## config.mk

```make
export PLATFORM = sky130hd
export DESIGN_NAME = t55xx_write_gap_modulator
export DESIGN_NICKNAME = d
export VERILOG_FILES = /design/src/design/t55wg_pkg.sv /design/src/design/t55wg_cfg_regs.sv /design/src/design/t55wg_seq.sv /design/src/design/t55xx_write_gap_modulator.sv
export SDC_FILE = /design/constraint.sdc
export NUM_CORES = 1
export LEC_CHECK = 0
export BUFFER_PORTS_ARGS = -buffer_cell sky130_fd_sc_hd__buf_2
export CAP_MARGIN = 30
export CORE_MARGIN = 2
export CORE_UTILIZATION = 60
export CTS_CLUSTER_DIAMETER = 30
export DETAILED_ROUTE_END_ITERATION = 8
export GPL_ROUTABILITY_DRIVEN = 0
export PLACE_DENSITY = 0.8
export SLEW_MARGIN = 30
export SYNTH_ARGS = -nofsm -noshare
export SYNTH_HDL_FRONTEND = slang
export SYNTH_SLANG_ARGS = --single-unit
```

## constraint.sdc

```tcl
create_clock -name clk -period 5.45 [get_ports clk]
set_input_delay 0.2725 -clock clk [delete_from_list [all_inputs] [get_ports clk]]
set_output_delay 0.2725 -clock clk [all_outputs]
set_load 0.05 [all_outputs]
```

## src/design/t55wg_pkg.sv

```systemverilog
// t55wg_pkg: shared types, codes and timing constants for the t55xx write
// gap modulator. No dependencies; imported by every module of the block.
package t55wg_pkg;

  localparam int CLK_W    = 10;
  localparam int SHORT_W  = 8;
  localparam int BITS_W   = 6;
  localparam int FRAME_W  = 38;
  localparam int DATA_W   = 32;
  localparam int CIDX_W   = 3;

  localparam logic [BITS_W-1:0]  FRAME_BITS   = BITS_W'(FRAME_W);
  localparam logic [BITS_W-1:0]  RST_CMD_BITS = 6'd2;
  // reset command: bits 1 then 0, left aligned in the frame
  localparam logic [FRAME_W-1:0] RESET_FRAME  = {2'b10, 36'd0};

  // request selector carried in tuser
  localparam logic [1:0] REQ_WRITE = 2'd1;
  localparam logic [1:0] REQ_RESET = 2'd2;

  // configuration register indexes
  localparam logic [CIDX_W-1:0] CFG_WAIT  = 3'd0;
  localparam logic [CIDX_W-1:0] CFG_SGAP  = 3'd1;
  localparam logic [CIDX_W-1:0] CFG_WGAP  = 3'd2;
  localparam logic [CIDX_W-1:0] CFG_ZERO  = 3'd3;
  localparam logic [CIDX_W-1:0] CFG_ONE   = 3'd4;
  localparam logic [CIDX_W-1:0] CFG_PROG  = 3'd5;

  localparam logic [CLK_W-1:0]   WAIT_RST  = 10'd400;
  localparam logic [SHORT_W-1:0] SGAP_RST  = 8'd30;
  localparam logic [SHORT_W-1:0] WGAP_RST  = 8'd18;
  localparam logic [SHORT_W-1:0] ZERO_RST  = 8'd24;
  localparam logic [SHORT_W-1:0] ONE_RST   = 8'd56;
  localparam logic [CLK_W-1:0]   PROG_RST  = 10'd700;

  typedef enum logic [2:0] {
    PH_IDLE  = 3'd0,
    PH_WAIT1 = 3'd1,
    PH_SGAP  = 3'd2,
    PH_BON   = 3'd3,
    PH_BGAP  = 3'd4,
    PH_PROG  = 3'd5,
    PH_WAIT2 = 3'd6
  } phase_t;

  typedef struct packed {
    logic [CLK_W-1:0]   wait_clocks;
    logic [SHORT_W-1:0] start_gap_clocks;
    logic [SHORT_W-1:0] write_gap_clocks;
    logic [SHORT_W-1:0] zero_on_clocks;
    logic [SHORT_W-1:0] one_on_clocks;
    logic [CLK_W-1:0]   program_clocks;
  } cfg_t;

  typedef struct packed {
    logic rejected;
    logic done_res;
    logic busy_res;
    logic field_on;
  } res_t;

  // length of a phase in field clocks, a zero setting lasts one clock
  function automatic logic [CLK_W-1:0] phase_len(phase_t ph, logic bit_msb, cfg_t cfg);
    logic [CLK_W-1:0] len;
    len = CLK_W'(1);
    case (ph)
      PH_WAIT1, PH_WAIT2: len = cfg.wait_clocks;
      PH_SGAP:  len = CLK_W'(cfg.start_gap_clocks);
      PH_BON:   len = bit_msb ? CLK_W'(cfg.one_on_clocks) : CLK_W'(cfg.zero_on_clocks);
      PH_BGAP:  len = CLK_W'(cfg.write_gap_clocks);
      PH_PROG:  len = cfg.program_clocks;
      default:  len = CLK_W'(1);
    endcase
    if (len == '0) begin
      len = CLK_W'(1);
    end
    return len;
  endfunction

endpackage

```

## src/design/t55wg_cfg_regs.sv

```systemverilog
// t55wg_cfg_regs: the six timing registers behind the configuration port.
// Depends on t55wg_pkg.
module t55wg_cfg_regs (
  input  logic                          clk,
  input  logic                          rst_n,
  input  logic                          wr_en,
  input  logic [t55wg_pkg::CIDX_W-1:0]  wr_index,
  input  logic [t55wg_pkg::CLK_W-1:0]   wr_data,
  output t55wg_pkg::cfg_t               cfg
);
  import t55wg_pkg::*;

  cfg_t cfg_r, cfg_nxt;

  always_comb begin
    cfg_nxt = cfg_r;
    if (wr_en) begin
      case (wr_index)
        CFG_WAIT: cfg_nxt.wait_clocks      = wr_data;
        CFG_SGAP: cfg_nxt.start_gap_clocks = wr_data[SHORT_W-1:0];
        CFG_WGAP: cfg_nxt.write_gap_clocks = wr_data[SHORT_W-1:0];
        CFG_ZERO: cfg_nxt.zero_on_clocks   = wr_data[SHORT_W-1:0];
        CFG_ONE:  cfg_nxt.one_on_clocks    = wr_data[SHORT_W-1:0];
        CFG_PROG: cfg_nxt.program_clocks   = wr_data;
        default:  cfg_nxt = cfg_r;
      endcase
    end
  end

  always_ff @(posedge clk) begin
    if (!rst_n) begin
      cfg_r.wait_clocks      <= WAIT_RST;
      cfg_r.start_gap_clocks <= SGAP_RST;
      cfg_r.write_gap_clocks <= WGAP_RST;
      cfg_r.zero_on_clocks   <= ZERO_RST;
      cfg_r.one_on_clocks    <= ONE_RST;
      cfg_r.program_clocks   <= PROG_RST;
    end else begin
      cfg_r <= cfg_nxt;
    end
  end

  assign cfg = cfg_r;

endmodule

```

## src/design/t55wg_seq.sv

```systemverilog
// t55wg_seq: command sequencer, holds phase, clock and bit counters and the
// frame shifter, and steps once per input beat. Depends on t55wg_pkg.
module t55wg_seq (
  input  logic                          clk,
  input  logic                          rst_n,
  input  logic                          step_en,
  input  logic [1:0]                    req_type,
  input  logic                          page_sel,
  input  logic [2:0]                    block_addr,
  input  logic                          lock_flag,
  input  logic [t55wg_pkg::DATA_W-1:0]  block_data,
  input  t55wg_pkg::cfg_t               cfg,
  output t55wg_pkg::res_t               res
);
  import t55wg_pkg::*;

  phase_t               phase_r, phase_nxt;
  logic [CLK_W-1:0]     clocks_r, clocks_nxt;
  logic [BITS_W-1:0]    bits_r, bits_nxt;
  logic [FRAME_W-1:0]   frame_r, frame_nxt;
  logic                 pend_r, pend_nxt;
  logic                 is_req;

  always_comb begin
    phase_nxt  = phase_r;
    clocks_nxt = clocks_r;
    bits_nxt   = bits_r;
    frame_nxt  = frame_r;
    pend_nxt   = pend_r;
    res        = '0;
    res.field_on = 1'b1;
    is_req = (req_type == REQ_WRITE) || (req_type == REQ_RESET);

    // a request accepted while idle is already the first clock of its sequence
    if (is_req) begin
      if (phase_r != PH_IDLE) begin
        res.rejected = 1'b1;
      end else if (req_type == REQ_WRITE) begin
        frame_nxt  = {1'b1, page_sel, lock_flag, block_data, block_addr};
        bits_nxt   = FRAME_BITS;
        pend_nxt   = 1'b1;
        phase_nxt  = PH_WAIT1;
        clocks_nxt = phase_len(PH_WAIT1, 1'b0, cfg);
      end else begin
        frame_nxt  = RESET_FRAME;
        bits_nxt   = RST_CMD_BITS;
        pend_nxt   = 1'b0;
        phase_nxt  = PH_SGAP;
        clocks_nxt = phase_len(PH_SGAP, 1'b0, cfg);
      end
    end

    if (phase_nxt != PH_IDLE) begin
      res.busy_res = 1'b1;
      res.field_on = (phase_nxt == PH_WAIT1) || (phase_nxt == PH_BON) ||
                     (phase_nxt == PH_PROG)  || (phase_nxt == PH_WAIT2);
      clocks_nxt = clocks_nxt - CLK_W'(1);
      if (clocks_nxt == '0) begin
        case (phase_nxt)
          PH_WAIT1: begin
            phase_nxt  = PH_SGAP;
            clocks_nxt = phase_len(PH_SGAP, 1'b0, cfg);
          end
          PH_SGAP: begin
            phase_nxt  = PH_BON;
            clocks_nxt = phase_len(PH_BON, frame_nxt[FRAME_W-1], cfg);
          end
          PH_BON: begin
            phase_nxt  = PH_BGAP;
            clocks_nxt = phase_len(PH_BGAP, 1'b0, cfg);
          end
          PH_BGAP: begin
            frame_nxt = {frame_nxt[FRAME_W-2:0], 1'b0};
            bits_nxt  = bits_nxt - BITS_W'(1);
            if (bits_nxt != '0) begin
              phase_nxt  = PH_BON;
              clocks_nxt = phase_len(PH_BON, frame_nxt[FRAME_W-1], cfg);
            end else if (pend_nxt) begin
              phase_nxt  = PH_PROG;
              clocks_nxt = phase_len(PH_PROG, 1'b0, cfg);
            end else begin
              phase_nxt    = PH_IDLE;
              res.done_res = 1'b1;
            end
          end
          PH_PROG: begin
            phase_nxt  = PH_WAIT2;
            clocks_nxt = phase_len(PH_WAIT2, 1'b0, cfg);
          end
          PH_WAIT2: begin
            // programming done, follow with the reset command
            frame_nxt  = RESET_FRAME;
            bits_nxt   = RST_CMD_BITS;
            pend_nxt   = 1'b0;
            phase_nxt  = PH_SGAP;
            clocks_nxt = phase_len(PH_SGAP, 1'b0, cfg);
          end
          default: begin
            phase_nxt = PH_IDLE;
          end
        endcase
      end
    end
  end

  always_ff @(posedge clk) begin
    if (!rst_n) begin
      phase_r  <= PH_IDLE;
      clocks_r <= '0;
      bits_r   <= '0;
      frame_r  <= '0;
      pend_r   <= 1'b0;
    end else if (step_en) begin
      phase_r  <= phase_nxt;
      clocks_r <= clocks_nxt;
      bits_r   <= bits_nxt;
      frame_r  <= frame_nxt;
      pend_r   <= pend_nxt;
    end
  end

  a_idle_no_count: assert property (@(posedge clk) disable iff (!rst_n)
    (phase_r == PH_IDLE) |-> (clocks_r == '0))
    else $error("idle sequencer holds a nonzero clock count");

  a_run_counts: assert property (@(posedge clk) disable iff (!rst_n)
    (phase_r != PH_IDLE) |-> (clocks_r != '0))
    else $error("running phase with an empty clock count");

  a_done_ends: assert property (@(posedge clk) disable iff (!rst_n)
    (step_en && res.done_res) |=> (phase_r == PH_IDLE))
    else $error("sequence reported done but did not return to idle");

endmodule

```

## src/design/t55xx_write_gap_modulator.sv

```systemverilog
// t55xx_write_gap_modulator: top level, input beat register, sequencer and
// result register. Depends on t55wg_pkg, t55wg_cfg_regs and t55wg_seq.
// The input beat register holds an accepted beat; the sequencer steps on it
// combinationally and the result register captures its result.
// Throughput: one beat per cycle unless the result stream stalls.
// An empty input register takes a new beat in while a result waits.
// Reset (rst_n low, synchronous): sequencer idle, timing registers to defaults.
module t55xx_write_gap_modulator (
  input  logic        clk,
  input  logic        rst_n,
  input  logic        in_tvalid,
  output logic        in_tready,
  input  logic [39:0] in_tdata,   // page_sel[0], block_addr[3:1], lock_flag[4],
                                  // block_data[36:5], zero pad [39:37]
  input  logic [1:0]  in_tuser,   // req_type[1:0]
  output logic        out_tvalid,
  input  logic        out_tready,
  output logic [7:0]  out_tdata,  // field_on[0], busy_res[1], done_res[2],
                                  // rejected[3], zero pad [7:4]
  input  logic        cfg_valid,
  output logic        cfg_ready,
  input  logic [t55wg_pkg::CIDX_W-1:0] cfg_index,
  input  logic [t55wg_pkg::CLK_W-1:0]  cfg_data
);
  import t55wg_pkg::*;

  logic        in_vld_r, in_vld_nxt;
  logic [36:0] in_data_r;
  logic [1:0]  in_req_r;
  logic        out_vld_r, out_vld_nxt;
  res_t        out_res_r;
  res_t        step_res;
  cfg_t        cfg;
  logic        advance;
  logic        step_en;

  assign cfg_ready = 1'b1;

  t55wg_cfg_regs u_cfg (
    .clk      (clk),
    .rst_n    (rst_n),
    .wr_en    (cfg_valid),
    .wr_index (cfg_index),
    .wr_data  (cfg_data),
    .cfg      (cfg)
  );

  assign advance   = !out_vld_r || out_tready;
  assign step_en   = in_vld_r && advance;
  assign in_tready = !in_vld_r || advance;

  t55wg_seq u_seq (
    .clk        (clk),
    .rst_n      (rst_n),
    .step_en    (step_en),
    .req_type   (in_req_r),
    .page_sel   (in_data_r[0]),
    .block_addr (in_data_r[3:1]),
    .lock_flag  (in_data_r[4]),
    .block_data (in_data_r[36:5]),
    .cfg        (cfg),
    .res        (step_res)
  );

  always_comb begin
    in_vld_nxt = in_vld_r;
    if (in_tready) begin
      in_vld_nxt = in_tvalid;
    end
    out_vld_nxt = out_vld_r;
    if (step_en) begin
      out_vld_nxt = 1'b1;
    end else if (out_tready) begin
      out_vld_nxt = 1'b0;
    end
  end

  always_ff @(posedge clk) begin
    if (!rst_n) begin
      in_vld_r  <= 1'b0;
      out_vld_r <= 1'b0;
    end else begin
      in_vld_r  <= in_vld_nxt;
      out_vld_r <= out_vld_nxt;
    end
  end

  always_ff @(posedge clk) begin
    if (in_tvalid && in_tready) begin
      in_data_r <= in_tdata[36:0];
      in_req_r  <= in_tuser;
    end
    if (step_en) begin
      out_res_r <= step_res;
    end
  end

  assign out_tvalid = out_vld_r;
  assign out_tdata  = {4'b0000, out_res_r};

endmodule

```

==> impl_metrics.py <==
metrics = {
    "sta": {
        "finalCriticalPeriod_ns": 4.33,
        "tns_ns": 0,
        "tightest_slew_ns": 0.930,
        "setup-violations-final": 0,
        "fin_crit_sh_pct": 79.4,
        "rsz0062_at_grt": "false",
        "timing_hold_violations_final": 0,
        "layout_setup_ws_ns": 1.12,
        "drv_slew": 0,
        "fin_skew_ns": 0.0110,
        "maxSlewHeadroom_pct": 37.4,
        "max_freq_mhz": 231,
    },
    "hold_path": {
        "hold_path.class": "primary input to flop",
        "min_to": "in_data_r[2]",
        "min_from": "in_tdata[2]",
        "whs_path_depth": 1,
    },
    "logic_synthesis": {
        "ys.flop_type": "dfxtp_1",
        "synth.area.top_cells": "dfxtp_1, edfxtp_1, nand2_1",
        "netlist_area_sq_um": 8060,
        "synth_top_area_cell": "dfxtp_1",
        "synthTopCellsByCount": "nand2_1, dfxtp_1, a21oi_1, nand3_1, nor2_1",
        "synthArstFlopShare_pct": 0,
        "yosysTopAreaCellShare_pct": 27.8,
        "ys_warn_count": 0,
        "ys_ff_latch": 155,
        "syn_avg_cell_area_sq_um": 8.46,
        "netlist_instances": 953,
        "synth_most_common_cell": "nand2_1",
        "synth_cell_types": 79,
        "ys_seq_area_share_pct": 43.9,
        "synth_edf_count": 43,
    },
    "drt": {
        "vias_per_cell": 6.36,
        "vias": 7419,
        "drc": 0,
        "wl_microns": 21500,
        "postRouteAntennaNets": 0,
        "drtIter0Drc": 1027,
        "dr.pass1.iters": 6,
        "wl_per_cell_microns": 18.4,
    },
    "layout": {
        "fill_cells": 1059,
        "finalNonFillerCells": 1166,
        "seq_area_sq_um": 3530,
        "fin_nets": 1042,
        "area_growth_pct": 12.0,
        "final_layout_size_suffix_gt1_share_pct": 13.8,
        "n_antenna_cell": 0,
        "multi_input_area_sq_um": 4140,
        "design_area_sq_um": 9020,
    },
    "setup_path": {
        "required_ns": 5.75,
        "worst_r2r_path_depth": 13,
        "cp-start-kind": "flop",
        "critPathKind": "flop to flop",
        "critPathArrivalTime_ns": 4.63,
        "rrSetupSlack_ns": 1.12,
        "cp_max_fo": 28,
        "endpoint_kind": "flop",
        "r2r-end": "u_seq.frame_r[1]",
        "r2r_start": "in_req_r[1]",
    },
    "global_routing": {
        "grt_pass1_wl_microns": 34800,
        "track_usage_pct": 30.7,
        "grt_pass1_vias": 6822,
        "grt_antenna_before_repair": 0,
        "grt_overflow": 0,
        "grt_max_degree": 71,
    },
    "clock_network": {
        "cts_htree_levels": 4,
        "tritoncts": "done",
        "numCtsBuffers": 17,
        "cts.clk_slew.worst_paths_ns": 0.06,
        "clockBufferDepth": 2,
        "clock_latency_ns": 0.44,
        "cts_root_buf": "clkbuf_16",
        "cts.sinks": 155,
    },
    "power_and_ir_drop": {
        "vdd_drop_max_uv": 423,
        "p_clk_share_pct": 43.0,
        "p_int_mw": 2.16,
        "p_per_area_nw_per_um2": 328,
        "p_sw_share_pct": 27.1,
        "power.switching_uw": 803,
        "total_leakage_power_nw": 3.45,
        "seqPwrFrac_pct": 43.0,
        "power_frac_comb_pct": 14.0,
    },
    "die": {
        "coreArea_sq_um": 13200,
        "initial_core_util_pct": 61.1,
        "die_y_microns": 120,
        "die-area_sq_um": 14400,
        "io_pins": 71,
        "rows": 42,
        "dieWidth_microns": 120,
    },
    "placement": {
        "dp.cells": 1127,
        "place_area_sq_um": 8310,
        "port_buffers": 62,
        "place_ws_ns": 1.25,
        "hpwl_microns": 14000,
    },
    "run": {
        "max_cap_violations": 0,
    },
    "status": {
        "status": "finished clean",
    },
}
==> placed cells by master, fill, tap and decap left out, drive strengths merged, types with 4 or more instances in the layout <==
cell and instances:
a32oi 9, clkinv 6, a211oi 6, nor3 24, o31ai 11, edfxtp 43, o21a 5, o22a 9
ha 5, dfxtp 112, or4 4, o211ai 8, nor2 61, a22oi 6, nand3b 5, or3 6
o221ai 5, mux2i 23, o21bai 4, o21ai 56, nor2b 7, conb 5, a222oi 6, nand3 61
inv 13, a31oi 14, bufinv 4, and3 14, nand2 191, dlygate4sd3 7, a21oi 80, buf 71
a221oi 16, nor4 12, and2 11, xnor2 4, clkbuf 19
==> cells by family (layout without fill, tap and decap cells) <==
kind of cell | Yosys count | count (layout) | synth area share, %
AO/OA/AOI/OAI | 266 | 266 | 23.2
XOR/XNOR | 5 | 5 | 0.543
adder cells (fa/ha/maj) | 5 | 5 | 0.776
buffers and inverters | 88 | 122 | 5.03
flip-flops | 155 | 155 | 43.9
multiplexers | 25 | 25 | 3.14
other | 2 | 5 | 0.0932
AND/OR/NAND/NOR | 407 | 407 | 23.4
==> registers in the layout, indices dropped and copies added (netlist names) <==
name and cells:
u_seq.pend_r 1, u_seq.clocks_r 10, out_tvalid 1, u_seq.phase_r 3
in_req_r 2, in_data_r 37, u_cfg.cfg 52, u_seq.bits_r 6
out_tdata 4, u_seq.frame_r 38, in_vld_r 1
==> critical path, cell delays in order, from the launching register on <==
cell       delay, ns
edfxtp_1        0.35
inv_1           0.06
ha_2            0.54
nand2_1         0.32
o221ai_4        0.40
inv_1           0.11
ha_1            0.24
o211ai_1        0.14
and2_1          0.35
o2111ai_2       0.29
nor4_2          0.58
o21ai_1         0.41
a32oi_1         0.28
o21ai_0         0.09
==> worst max-delay path by stage <==
stage           startpoint                end  cells past startpoint
2_1_floorplan  in_req_r[0]  u_seq.clocks_r[2]                     16
3_3_place_gp   in_req_r[1]   u_seq.frame_r[1]                     13
3_5_place_dp   in_req_r[1]   u_seq.frame_r[1]                     13
4_1_cts        in_req_r[1]  u_seq.frame_r[18]                     13
5_1_grt        in_req_r[1]   u_seq.frame_r[4]                     13
6_report       in_req_r[1]   u_seq.frame_r[1]                     13
==> repair_timing <==
item                                    CTS  global route
hold buffers                              1             6
endpoints found under the setup margin    0             0
setup buffers                             0             0
endpoints found under the hold margin     1             6
resized for setup                         0             0
==> routing by layer <==
metal  GRT usage, %  part of all wire [%]  up-vias
li1               -                     -     3531
met1           43.0                    43     3466
met2           46.4                    45      367
met3           7.70                   9.3       55
met4           10.3                   2.5        0
met5              0                     0        -
==> layout make-up <==
class                           instances  area share [%]
Tap cell                              176            2.44
Timing Repair Buffer                   78            4.97
Inverter                               12           0.527
Clock inverter                         13            2.12
Multi-Input combinational cell        713            45.9
Sequential cell                       155            39.2
Clock buffer                           19            4.91
==> power groups by stage <==
stage | logic, mW | clock network, mW | registers [mW]
global route | 0.453 | 1.33 | 1.28
CTS | 0.404 | 1.28 | 1.27
finish | 0.415 | 1.27 | 1.27
detailed placement | 0.400 | 0 | 1.30
global placement | 0.393 | 0 | 1.30
floorplan | 0.296 | 0 | 1.29
==> per-stage QoR <==
stage | hold WS (ns) | power [mW] | utilization [%]
6_report | 0.0110 | 2.96 | 68.4
5_1_grt | 0.00180 | 3.06 | 68.4
4_1_cts | 0.00112 | 2.96 | 67.9
3_5_place_dp | 0.444 | 1.70 | 63.0
3_3_place_gp | 0.439 | 1.69 | 63.0
2_1_floorplan | 0.371 | 1.59 | -
Power figures use the tool's default switching activity.
